--- src/hw/rtl/assert_macros.svh ---
// Assertion macros shared by the RTL of the pattern run decoder.
// Define ASSERT_OFF to compile every check away; no other dependencies.
`ifndef ASSERT_MACROS_SVH
`define ASSERT_MACROS_SVH
`ifndef ASSERT_OFF
// condition holds at every clock edge out of reset
`define ASSERT_ALWAYS(lbl, clk, rstn, cond) \
	lbl: assert property (@(posedge clk) disable iff (!rstn) (cond)) \
		else $error("assertion failed");
// consequent holds in the same cycle as the antecedent
`define ASSERT_IMPLY(lbl, clk, rstn, ante, cons) \
	lbl: assert property (@(posedge clk) disable iff (!rstn) (ante) |-> (cons)) \
		else $error("assertion failed");
// consequent holds in the cycle after the antecedent
`define ASSERT_NEXT(lbl, clk, rstn, ante, cons) \
	lbl: assert property (@(posedge clk) disable iff (!rstn) (ante) |=> (cons)) \
		else $error("assertion failed");
`else
`define ASSERT_ALWAYS(lbl, clk, rstn, cond)
`define ASSERT_IMPLY(lbl, clk, rstn, ante, cons)
`define ASSERT_NEXT(lbl, clk, rstn, ante, cons)
`endif
`endif

--- src/hw/rtl/prd_pkg.sv ---
// Package of the pattern run decoder: sizes, phase and status codes, and the
// structs passed between the control logic and the top level. No dependencies.
package prd_pkg;

	localparam int BUF_DEPTH = 4096;
	localparam int ADDR_W    = (BUF_DEPTH > 1) ? $clog2(BUF_DEPTH) : 1;
	// fill and read indexes must hold BUF_DEPTH itself
	localparam int LEN_W     = $clog2(BUF_DEPTH + 1);
	localparam int REP_W     = 31;

	typedef enum logic [2:0] {
		PH_HEADER,
		PH_PATTERN,
		PH_OUTPUT,
		PH_ENDED,
		PH_ERROR
	} phase_t;

	typedef enum logic [2:0] {
		ST_ACCEPT  = 3'd0,
		ST_REFUSE  = 3'd1,
		ST_DELIVER = 3'd2,
		ST_NONE    = 3'd3,
		ST_END     = 3'd4,
		ST_TOOLONG = 3'd5
	} status_t;

	typedef struct packed {
		logic              we;
		logic [ADDR_W-1:0] addr;
		logic [7:0]        data;
	} ram_wr_t;

	typedef struct packed {
		logic              re;
		logic [ADDR_W-1:0] addr;
	} ram_rd_t;

	typedef struct packed {
		status_t status;
		logic    last;
		logic    deliver;
	} result_t;

endpackage

--- src/hw/rtl/prd_ctrl.sv ---
// Control of the pattern run decoder: header capture, phase machine, fill
// and read indexes, pattern store port requests. Depends on prd_pkg.
module prd_ctrl (
	input  logic              clk,
	input  logic              arst_n,
	input  logic              acc,
	input  logic              command,
	input  logic [7:0]        stream_byte,
	output prd_pkg::ram_wr_t  wr,
	output prd_pkg::ram_rd_t  rd,
	output prd_pkg::result_t  res
);

	prd_pkg::phase_t             phase_q, phase_d;
	logic [2:0]                  hcnt_q, hcnt_d;
	logic [63:0]                 hdr_q, hdr_d;
	logic [prd_pkg::LEN_W-1:0]   len_q, len_d;
	logic [prd_pkg::REP_W-1:0]   cnt_q, cnt_d;
	logic                        cnt_pos_q, cnt_pos_d;
	logic [prd_pkg::LEN_W-1:0]   fill_q, fill_d;
	logic [prd_pkg::LEN_W-1:0]   rdi_q, rdi_d;
	logic [prd_pkg::REP_W-1:0]   rep_q, rep_d;

	logic [63:0]                 hdr_nx;
	logic [31:0]                 cnt32, len32;
	logic                        cnt_gt0, len_gt0, len_big;
	logic [prd_pkg::LEN_W-1:0]   fill_nx, rdi_nx;
	logic [prd_pkg::REP_W-1:0]   rep_nx;

	// decode the header as it would stand after this byte
	assign hdr_nx  = {stream_byte, hdr_q[63:8]};
	assign cnt32   = hdr_nx[31:0];
	assign len32   = hdr_nx[63:32];
	assign cnt_gt0 = !cnt32[31] && (cnt32 != 32'd0);
	assign len_gt0 = !len32[31] && (len32 != 32'd0);
	assign len_big = !len32[31] && (len32 > 32'(prd_pkg::BUF_DEPTH));
	assign fill_nx = fill_q + prd_pkg::LEN_W'(1);
	assign rdi_nx  = rdi_q + prd_pkg::LEN_W'(1);
	assign rep_nx  = rep_q + prd_pkg::REP_W'(1);

	// state registers
	always_ff @(posedge clk or negedge arst_n) begin
		if (!arst_n) begin
			phase_q   <= prd_pkg::PH_HEADER;
			hcnt_q    <= '0;
			hdr_q     <= '0;
			len_q     <= '0;
			cnt_q     <= '0;
			cnt_pos_q <= 1'b0;
			fill_q    <= '0;
			rdi_q     <= '0;
			rep_q     <= '0;
		end else begin
			phase_q   <= phase_d;
			hcnt_q    <= hcnt_d;
			hdr_q     <= hdr_d;
			len_q     <= len_d;
			cnt_q     <= cnt_d;
			cnt_pos_q <= cnt_pos_d;
			fill_q    <= fill_d;
			rdi_q     <= rdi_d;
			rep_q     <= rep_d;
		end
	end

	// next state, store requests and result of the accepted beat
	always_comb begin
		phase_d     = phase_q;
		hcnt_d      = hcnt_q;
		hdr_d       = hdr_q;
		len_d       = len_q;
		cnt_d       = cnt_q;
		cnt_pos_d   = cnt_pos_q;
		fill_d      = fill_q;
		rdi_d       = rdi_q;
		rep_d       = rep_q;
		wr.we       = 1'b0;
		wr.addr     = fill_q[prd_pkg::ADDR_W-1:0];
		wr.data     = stream_byte;
		rd.re       = 1'b0;
		rd.addr     = rdi_q[prd_pkg::ADDR_W-1:0];
		res.status  = prd_pkg::ST_ACCEPT;
		res.last    = 1'b0;
		res.deliver = 1'b0;
		if (acc) begin
			unique case (phase_q)
				prd_pkg::PH_ERROR: begin
					res.status = prd_pkg::ST_TOOLONG;
				end
				prd_pkg::PH_ENDED: begin
					res.status = prd_pkg::ST_END;
				end
				prd_pkg::PH_HEADER: begin
					if (command) begin
						res.status = prd_pkg::ST_NONE;
					end else begin
						// shift in one header byte
						hdr_d  = hdr_nx;
						hcnt_d = hcnt_q + 3'd1;
						if (hcnt_q == 3'd7) begin
							hcnt_d = 3'd0;
							priority if (!cnt_gt0 && !len_gt0) begin
								phase_d    = prd_pkg::PH_ENDED;
								res.status = prd_pkg::ST_END;
							end else if (len_big) begin
								phase_d    = prd_pkg::PH_ERROR;
								res.status = prd_pkg::ST_TOOLONG;
							end else if (len_gt0) begin
								len_d     = len32[prd_pkg::LEN_W-1:0];
								cnt_d     = cnt32[prd_pkg::REP_W-1:0];
								cnt_pos_d = cnt_gt0;
								fill_d    = '0;
								phase_d   = prd_pkg::PH_PATTERN;
							end else begin
								// empty record: next byte opens a new header
								phase_d = prd_pkg::PH_HEADER;
							end
						end
					end
				end
				prd_pkg::PH_PATTERN: begin
					if (command) begin
						res.status = prd_pkg::ST_NONE;
					end else begin
						// store one pattern byte
						wr.we  = 1'b1;
						fill_d = fill_nx;
						if (fill_nx >= len_q) begin
							rdi_d   = '0;
							rep_d   = '0;
							hcnt_d  = 3'd0;
							phase_d = cnt_pos_q ? prd_pkg::PH_OUTPUT : prd_pkg::PH_HEADER;
						end
					end
				end
				prd_pkg::PH_OUTPUT: begin
					if (!command) begin
						res.status = prd_pkg::ST_REFUSE;
					end else begin
						// read one pattern byte, advance position and repeat
						rd.re       = 1'b1;
						res.status  = prd_pkg::ST_DELIVER;
						res.deliver = 1'b1;
						rdi_d       = rdi_nx;
						if (rdi_nx >= len_q) begin
							rdi_d = '0;
							rep_d = rep_nx;
							if (rep_nx >= cnt_q) begin
								res.last = 1'b1;
								rep_d    = '0;
								hcnt_d   = 3'd0;
								phase_d  = prd_pkg::PH_HEADER;
							end
						end
					end
				end
				default: begin
					phase_d = prd_pkg::PH_HEADER;
				end
			endcase
		end
	end

endmodule

--- config.mk ---
export PLATFORM = sky130hd
export DESIGN_NAME = prd_ctrl
export DESIGN_NICKNAME = d
export VERILOG_FILES = /design/src/hw/rtl/assert_macros.svh /design/src/hw/rtl/prd_pkg.sv /design/src/hw/rtl/prd_ctrl.sv
export SDC_FILE = /design/constraint.sdc
export NUM_CORES = 1
export LEC_CHECK = 0
export BUFFER_PORTS_ARGS = -buffer_cell sky130_fd_sc_hd__buf_2
export CAP_MARGIN = 15
export CORE_UTILIZATION = 50
export CTS_BUF_LIST = sky130_fd_sc_hd__clkbuf_2
export DETAILED_ROUTE_END_ITERATION = 8
export GPL_TIMING_DRIVEN = 0
export PLACE_DENSITY = 0.69
export SLEW_MARGIN = 20
export SYNTH_ARGS = -nofsm -noshare
export SYNTH_HDL_FRONTEND = slang
export SYNTH_SLANG_ARGS = --single-unit
--- constraint.sdc ---
create_clock -name clk -period 3.87 [get_ports clk]
set_input_delay 0.387 -clock clk [delete_from_list [all_inputs] [get_ports clk]]
set_output_delay 0.387 -clock clk [all_outputs]
set_load 0.005 [all_outputs]
=== Word level (Yosys, flattened, before mapping) ===
Index checks and enable logic that the tools add are counted.

* Register bits: 172
* Bits of input ports: 12
* Output and inout port bits: 39
* Word-level logic and storage cells: 111

* Add/subtract/negate cells: 4
* Order comparisons: 4
* Equality and inequality tests: 15
* Mux-type cells: 53
* Bitwise operators: 4
* Reduce and logical (&&, ||, !) cells: 22

{| class="wikitable"
|+ Operators by type and width
! kind !! number
|-
| $mux 31 || 5
|-
| $mux 13 || 10
|-
| $reduce_bool 32->1 || 2
|-
| $pmux 31 s2 || 1
|-
| $pmux 13 s2 || 2
|-
| $mux 3 || 17
|-
| $gt 32x13->1 const B || 1
|-
| $add 31x1->31 const B || 1
|-
| $ge 31x31->1 || 1
|-
| $add 13x1->13 const B || 2
|-
| $ge 13x13->1 || 2
|-
| $ne 2x2->1 const B || 10
|-
| $reduce_and 8->1 || 2
|-
| $pmux 3 s5 || 1
|-
| $pmux 3 s4 || 1
|-
| $mux 2 || 5
|-
| $mux 1 || 9
|-
| $pmux 3 s3 || 1
|-
| $reduce_and 9->1 || 1
|-
| $reduce_and 7->1 || 1
|-
| $eq 3x2->1 const B || 2
|-
| $eq 3x3->1 const B || 2
|-
| $reduce_and 6->1 || 1
|-
| $mux 5 || 1
|-
| 11 further kinds || 21
|}

=== Depth between registers and ports, before layout ===
Gate-level depths: netlist (run 1).

* Depth in word-level cells: 9
* Depth in mapped cells: 20

=== Worst setup path after synthesis (run 1) ===
Ideal clock, no wire load.

* Path type: register -> register
* Start point: register rep_q[0] (netlist bit)
* End point: register phase_q[1]
* Library setup time: 125 ps
* Arrival: 3793 ps
* Required time: 3745 ps
* Path slack: -48 ps
* Cell stages (with the launch flop): 20
* Path buffers: 1
* Clock period less this slack: 3918 ps
* Cells stage by stage: dfrtp_1 -> ha_1 -> and3_2 -> nand4_4 -> nor2_2 -> nand3_2 -> nor3b_2 -> and3_1 -> xnor2_1 -> inv_1 -> ha_1 -> and4_1 -> nand2_1 -> nor4_1 -> nand4_1 -> o211ai_1 -> or3_4 -> buf_6 -> and3_4 -> mux2_4

* Word-level cells in the longest chain between the ends: 4

{| class="wikitable"
|+ Ends and longest elaborated chain
! item !! line !! source
|-
| start, declared || prd_ctrl.sv:22 || <nowiki>logic [prd_pkg::REP_W-1:0] rep_q, rep_d;</nowiki>
|-
| start signal, assigned || prd_ctrl.sv:62 || <nowiki>rep_q <= rep_d;</nowiki>
|-
| $add 31x1->31 || prd_ctrl.sv:39 || <nowiki>assign rep_nx = rep_q + prd_pkg::REP_W'(1);</nowiki>
|-
| $ge 31x31->1 || prd_ctrl.sv:148 || <nowiki>if (rep_nx >= cnt_q) begin</nowiki>
|-
| $ne 2x2->1 (no source line) || - ||
|-
| $reduce_and 9->1 (no source line) || - ||
|-
| end signal, assigned || prd_ctrl.sv:44 || <nowiki>phase_q <= prd_pkg::PH_HEADER;</nowiki>
|-
| end signal, assigned || prd_ctrl.sv:54 || <nowiki>phase_q <= phase_d;</nowiki>
|-
| end, declared || prd_ctrl.sv:14 || <nowiki>prd_pkg::phase_t phase_q, phase_d;</nowiki>
|}

Every way passes these cells.
A chain may end at the register's enable or synchronous reset.

==> flow_summary.yaml, run 1 <==
floorplanning:
  core_um2: 18100
  die_h_um: 138
  initial_core_util: 0.513
  rows: 49
  ios: 51
  dieWidth_um: 138
  die_area_um2: 19100
drt:
  ant_nets: 0
  wirelength_mm: 21.1
  routedWlPerCell_um: 16.6
  drtIter0Drc: 466
  drt-pass1-iter-count: 8
  vias_per_cell: 5.51
  vias: 7014
  post-route-drc-count: 4
placement:
  hpwl_mm: 14.8
  dpl.cell_count: 1209
  gp_congestion: 0.836
  postPlaceCellArea_um2: 9860
  io_buffer_count: 49
logic_synthesis:
  synth_edf_count: 0
  yosys-top-cells-area: "dfrtp_1 44%, ha_1 8.4%, mux2_2 7.4%"
  synth.top_cell.area_share: 0.442
  syn_area_per_cell_um2: 9.98
  synthFlopType: "dfrtp_1"
  synth_cells: 930
  ys_async_sr_fraction: 1.00
  yosys.area.top_type: "dfrtp_1"
  syn_area_um2: 9280
  yosys_warnings: 0
  yosys_register_bits: 164
  synth.distinct_cells: 64
  syn-num-nets: 1004
  yosysSeqAreaShare: 0.442
clock_tree:
  clk_path_buf_depth: 2
  htree_levels: 4
  clkTransAtPathRegs_ns: 0.24
  numClockSinks: 164
  cts-buffers-inserted: 17
  insertion_delay_ns: 0.76
  cts_tree: "yes"
  clockRootBuffer: "clkbuf_2"
worst_setup_path:
  r2r_start: "rep_q[0]"
  crit_path_max_incr_delay_ns: 0.47
  cp_max_fo: 3
  cp_common_cell: "ha_4"
  rr_worst_depth: 20
  crit_slowest_cell: "dfrtp_1"
  required_ns: 3.48
  crit_path_end_kind: "primary output"
  cp-start-kind: "register"
  crit_start: "rep_q[0]"
  cp.arrival_ns: 4.35
  path_class: "register to primary output"
  path_cells: "ha_4, and3_4, nand4_4, nor2_4, nand3_4, nor3b_4, nand3_2, xor2_2, inv_2, ha_4, and4_4, nand2_4, nor4_4, nand4_1, o211ai_1, buf_4, o211a_1, buf_2"
grt:
  grt_overflow: 0
  grt_start_max_net_pins: 89
  grt_pass1_wl_mm: 34.7
  grt_usage: 0.231
  grt_pass1_vias: 6637
  antenna_found_initial: 1
timing:
  max_slew_margin: 0.508
  finalHoldViolations: 0
  finClkSkew_ns: 0.0324
  worstMarginPinSlew_ns: 0.732
  period_share: 1.22
  rsz0062_at_grt: "true"
  finalSetupViolations: 37
  slew_violations: 0
  final.min_clock_period_ns: 4.74
  timing.fmax_mhz: 211
  worst_slack_ns: -0.866
layout:
  syn2layout_area_growth_pct: 15.4
  fin_area_um2: 10700
  drive_gt1_frac: 0.264
  layoutNonFillerInstCount: 1274
  nets: 1106
  final.fill_count: 1520
pwr:
  swShare: 0.256
  pwr-share-comb: 0.040
  intPower_mw: 1.99
  p_leak_nw: 5.52
  pwr-share-clk: 0.314
  vdd_ir_drop_max_mv: 0.236
  power_frac_seq: 0.646
  p_per_area_nw_per_um2: 250
  netSwitchingPower_mw: 0.685
run:
  drv_cap: 0
run_status:
  violations: "DRC, setup timing"
  status: "finished, violations left"
min_path:
  hp-class: "primary input to async pin"
-- synth_stat cells (4+ instances only) --
master	instances
clkbuf_1	21
nor2_1	30
nor3_1	13
o31ai_2	4
xor2_1	25
o31ai_1	7
and3_1	17
dfrtp_1	164
inv_1	58
a2bb2oi_1	5
o21ai_0	82
o2111ai_1	5
nand2_1	114
nand2b_1	15
buf_4	38
o21bai_1	5
a22o_1	21
xnor2_1	22
a21oi_1	31
ha_1	62
mux2_2	61
nor4_1	16
mux2i_1	5
buf_2	8
nand4_1	17
nand3_1	26
-- layout by cell type (no fill, tap or decap), types with 4 or more instances in the layout --
| master | netlist | routed |
|---|---|---|
| buf_4 | 38 | 56 |
| xor2_1 | 25 | 23 |
| nor3_1 | 13 | 12 |
| o21ai_1 | 2 | 7 |
| ha_1 | 62 | 58 |
| clkbuf_2 | 1 | 21 |
| a22o_1 | 21 | 21 |
| and3_4 | 1 | 4 |
| nand2_1 | 114 | 113 |
| inv_1 | 58 | 56 |
| o21bai_1 | 5 | 5 |
| dlygate4sd3_1 | 0 | 9 |
| clkbuf_1 | 21 | 17 |
| mux2_2 | 61 | 58 |
| o21ai_0 | 82 | 76 |
| nor4_1 | 16 | 15 |
| xnor2_2 | 3 | 6 |
| nor2_1 | 30 | 25 |
| dfrtp_1 | 164 | 161 |
| and3_1 | 17 | 15 |
| a21oi_1 | 31 | 30 |
| o31ai_2 | 4 | 6 |
| ha_4 | 0 | 4 |
| nand2b_1 | 15 | 15 |
| nand4_1 | 17 | 17 |
| xnor2_1 | 22 | 19 |
| nor2_4 | 0 | 4 |
| mux2_4 | 1 | 4 |
| buf_6 | 1 | 4 |
| clkinvlp_4 | 0 | 4 |
| mux2i_1 | 5 | 5 |
| o2111ai_1 | 5 | 4 |
| o31ai_1 | 7 | 5 |
| buf_2 | 8 | 54 |
| nand3_1 | 26 | 25 |
-- cell families (layout without fill, tap and decap cells) --
kind of cell / count (synthesis) / after routing / share of synthesized area
buffers and inverters: 129 / 243 / 0.0695
other: 0 / 1 / 0
AOI/OAI and AO/OA: 179 / 179 / 0.123
muxes: 68 / 68 / 0.0822
xor gates and xnor gates: 50 / 50 / 0.0496
and+or+nand+nor: 278 / 278 / 0.150
DFF: 164 / 164 / 0.442
adders and majority gates: 62 / 62 / 0.0836
-- what timing repair did --
action	in CTS	in global routing
gates resized for setup	58	18
cloned	2	0
pin swaps	14	14
endpoints found under the hold margin	85	0
endpoints found under the setup margin	37	47
buffers inserted	18	6
hold buffers	9	0
-- through the flow --
| stage | utilization | hold slack, ns | setup slack (ns) | power (mW) | TNS [ns] |
|---|---|---|---|---|---|
| final | 0.592 | 0.146 | -0.866 | 2.68 | -10.78 |
| after global routing | 0.592 | 0.116 | -1.11 | 2.79 | -17.25 |
| after CTS | 0.587 | 0.112 | -0.947 | 2.71 | -9.67 |
| after detailed placement | 0.545 | 0.392 | -1.05 | 1.86 | -29.37 |
| after global placement | 0.543 | 0.481 | -1.05 | 1.85 | -49.63 |
| after floorplan | - | 0.0914 | 0.0229 | 1.79 | 0 |
-- critical path, delay by kind of cell (launching register included) --
| kind | cells | cell delay [ns] |
|---|---|---|
| AOI/OAI and AO/OA | 2 | 0.34 |
| xor gates and xnor gates | 1 | 0.23 |
| adders and majority gates | 2 | 0.43 |
| buffers and inverters | 3 | 0.34 |
| DFF | 1 | 0.47 |
| and+or+nand+nor | 10 | 1.76 |
-- path summary, 6_finish.rpt --
path                              endpoint  slack, ns
worst max-delay path                res[1]      -0.87
worst min-delay path             hcnt_q[1]       0.15
worst max register to register  phase_q[1]      -0.36
worst min register to register  fill_q[12]       0.53
max in group asynchronous         rdi_q[0]       2.85
min in group clk                 fill_q[3]       0.28
-- cell type report --
class / instances / area, um^2 / share of cell area
diodes: 1 / 2.50 / 0.000234
multi-input cells: 637 / 4790 / 0.447
repair buffers: 85 / 639 / 0.0597
flip-flops and latches: 164 / 4110 / 0.384
plain buffers: 69 / 460 / 0.0430
inverters: 58 / 218 / 0.0203
clock inverters: 13 / 113 / 0.0105
well taps: 229 / 287 / 0.0268
clock buffers: 18 / 90.1 / 0.00841
-- power groups by stage --
stage | logic, mW | registers [mW] | clock network, mW
2_1_floorplan | 0.0365 | 1.76 | 0
3_3_place_gp | 0.0939 | 1.76 | 0
3_5_place_dp | 0.0991 | 1.76 | 0
4_1_cts | 0.108 | 1.73 | 0.868
5_1_grt | 0.121 | 1.73 | 0.942
6_report | 0.107 | 1.73 | 0.840
-- state kept, by name (all words and copies together), names as in the netlist --
register   flops
hdr_q         56
cnt_q         31
rep_q         31
fill_q        13
len_q         13
rdi_q         13
hcnt_q         3
phase_q        3
cnt_pos_q      1
-- metal layers --
metal,up-vias,track usage,wire [um]
met3,15,0.0412,733
met2,120,0.355,9750
li1,3438,-,-
met1,3441,0.333,10300
met4,0,0.0698,289
met5,-,0,0
Power figures use the tool's default switching activity.
==> inputs of run 2 (changes only) <==
--- a/config.mk
+++ b/config.mk
@@ -7,11 +7,13 @@
 export LEC_CHECK = 0
 export BUFFER_PORTS_ARGS = -buffer_cell sky130_fd_sc_hd__buf_2
 export CAP_MARGIN = 15
-export CORE_UTILIZATION = 50
+export CELL_PAD_IN_SITES_DETAIL_PLACEMENT = 0
+export CELL_PAD_IN_SITES_GLOBAL_PLACEMENT = 2
+export CORE_UTILIZATION = 38
 export CTS_BUF_LIST = sky130_fd_sc_hd__clkbuf_2
 export DETAILED_ROUTE_END_ITERATION = 8
 export GPL_TIMING_DRIVEN = 0
-export PLACE_DENSITY = 0.69
+export PLACE_DENSITY = 0.78
 export SLEW_MARGIN = 20
 export SYNTH_ARGS = -nofsm -noshare
 export SYNTH_HDL_FRONTEND = slang
==> run 2 against run 1 <==
The flow finishes with violations (setup timing). Non-clock buffer count rose by 16. Final cell count rose by 8.3%. Register-to-register slack got worse by 0.13 ns. Worst setup slack improved by 0.067 ns. Clock-buffer cell count did not move. Routed wire length rose by 11%. Via count fell by 0.41%. Clock skew rose by 0.0055 ns. Clock power rose by 42%. Fmax rose by 1.4%. Critical path depth rose by 2. Hold slack got worse by 0.010 ns. Largest cell class unchanged.
==> flow_summary.yaml, run 2 (synthesized netlist as in run 1, its figures left out) <==
timing:
  final.min_clock_period_ns: 4.67
  finalSetupViolations: 37
  worst_slack_ns: -0.799
  slew_violations: 0
  rsz0062_at_grt: "true"
  setup_tns_ns: -14.14
  timing.fmax_mhz: 214
  period_share: 1.21
  worstMarginPinSlew_ns: 0.769
  finalHoldViolations: 0
  finClkSkew_ns: 0.0379
  max_slew_margin: 0.483
run:
  drv_cap: 0
floorplanning:
  core_um2: 23700
  die_area_um2: 25100
  initial_core_util: 0.392
  dieWidth_um: 158
  die_h_um: 158
  rows: 56
  ios: 51
grt:
  grt_pass1_vias: 6836
  antenna_found_initial: 1
  grt_overflow: 0
  grt_start_max_net_pins: 86
  grt_pass1_wl_mm: 37.9
  grt_usage: 0.201
drt:
  vias: 6985
  vias_per_cell: 5.06
  post-route-drc-count: 0
  drtIter0Drc: 375
  wirelength_mm: 23.4
  ant_nets: 0
  routedWlPerCell_um: 17.0
  drt-pass1-iter-count: 5
layout:
  final_cell_mix: "157 x dfrtp_1, 111 x nand2_1, 76 x o21ai_0, 71 x buf_4, 58 x mux2_2"
  syn2layout_area_growth_pct: 20.2
  reg_top3: "hdr_q: 56 flops, cnt_q: 31 flops, rep_q: 31 flops"
  final_common_cell: "dfrtp_1"
  regArea_um2: 4110
  multi_input_area_um2: 4890
  largest_reg_flops: 56
  layoutNonFillerInstCount: 1380
  final.fill_count: 2321
  final_util: 0.471
  largest_register: "hdr_q"
  nets: 1122
  drive_gt1_frac: 0.298
placement:
  io_buffer_count: 49
  hpwl_mm: 16.6
  dpl.cell_count: 1299
  gp_congestion: 0.769
pwr:
  p_per_area_nw_per_um2: 271
  vdd_ir_drop_max_mv: 0.174
  p_leak_nw: 5.68
run_status:
  status: "finished, violations left"
  violations: "setup timing"
worst_setup_path:
  crit_path_end_kind: "primary output"
  cp.arrival_ns: 4.28
  crit_slowest_cell: "dfrtp_1"
  path_cells: "buf_4, nand2_4, nor2_4, nand3_2, or3_4, buf_6, inv_2, nand2_2, xor2_2, inv_2, ha_4, nand4_1, buf_4, nor4_4, buf_4, nand4_1, o211ai_1, buf_4, o211a_1, buf_2"
  crit_path_max_incr_delay_ns: 0.46
  path_class: "register to primary output"
  required_ns: 3.48
  cp_max_fo: 4
  cp_common_cell: "buf_4"
  cp-start-kind: "register"
clock_tree:
  insertion_delay_ns: 0.76
  clk_path_buf_depth: 2
  numClockSinks: 164
  cts_tree: "yes"
  cts-buffers-inserted: 17
  clkTransAtPathRegs_ns: 0.24
  clockRootBuffer: "clkbuf_2"
  htree_levels: 4
min_path:
  hp-class: "primary input to async pin"
run 2: layer usage:
metal / up-vias / global-route usage / share of wire
li1: 3464 / - / -
met1: 3391 / 0.307 / 0.52
met2: 121 / 0.300 / 0.45
met3: 9 / 0.0302 / 0.033
met4: 0 / 0.0389 / 0.0044
met5: - / 0 / 0
run 2: layout make-up:
cell class / count / area share
timing repair buffer: 101 / 0.0669
multi-input combinational: 637 / 0.438
buffer: 69 / 0.0420
clock buffer: 18 / 0.00807
clock inverter: 13 / 0.0207
inverter: 58 / 0.0195
tap: 319 / 0.0358
antenna: 1 / 0.000224
sequential: 164 / 0.368
run 2: path summary, 6_finish.rpt:
kind / startpoint / end / slack (ns) / cells past startpoint
setup / recovery: rep_q[1] / res[1] / -0.80 / 20
hold / removal: arst_n / hcnt_q[1] / 0.14 / 2
setup reg to reg: rep_q[1] / rep_q[19] / -0.49 / 23
hold reg to reg: fill_q[12] / fill_q[12] / 0.54 / 2
max in group asynchronous: arst_n / rep_q[4] / 2.82 / 3
min in group clk: command / rdi_q[3] / 0.24 / 4
run 2: power by group:
part | internal [mW] | switching (mW) | leakage, nW
sequential | 1.72 | 0.00725 | 2.04
clock | 0.554 | 0.636 | 0.180
combinational | 0.0426 | 0.0677 | 3.45
run 2: worst max-delay path, delay by kind of cell (launching register included):
| kind | cells | cell delay, ns |
|---|---|---|
| and+or+nand+nor | 8 | 1.23 |
| adders and majority gates | 1 | 0.25 |
| buffers and inverters | 8 | 1.03 |
| xor gates and xnor gates | 1 | 0.21 |
| DFF | 1 | 0.46 |
| AOI/OAI and AO/OA | 2 | 0.34 |
run 2: timing repair:
item,4_1_cts,5_1_grt
endpoints found under the setup margin,39,50
cloned,1,0
gates resized for setup,67,41
setup buffers,28,13
hold buffers,9,0
pin swaps,16,29
endpoints found under the hold margin,88,0
run 2: metrics by stage:
step	hold slack [ns]	instance area [um^2]	setup slack, ns	total power, mW
final	0.136	11200	-0.799	3.03
after global routing	0.108	11200	-1.13	3.15
after CTS	0.120	10900	-0.917	3.07
after detailed placement	0.416	9970	-1.37	1.86
after global placement	0.481	9930	-1.37	1.86
after floorplan	0.0914	9290	0.0229	1.79
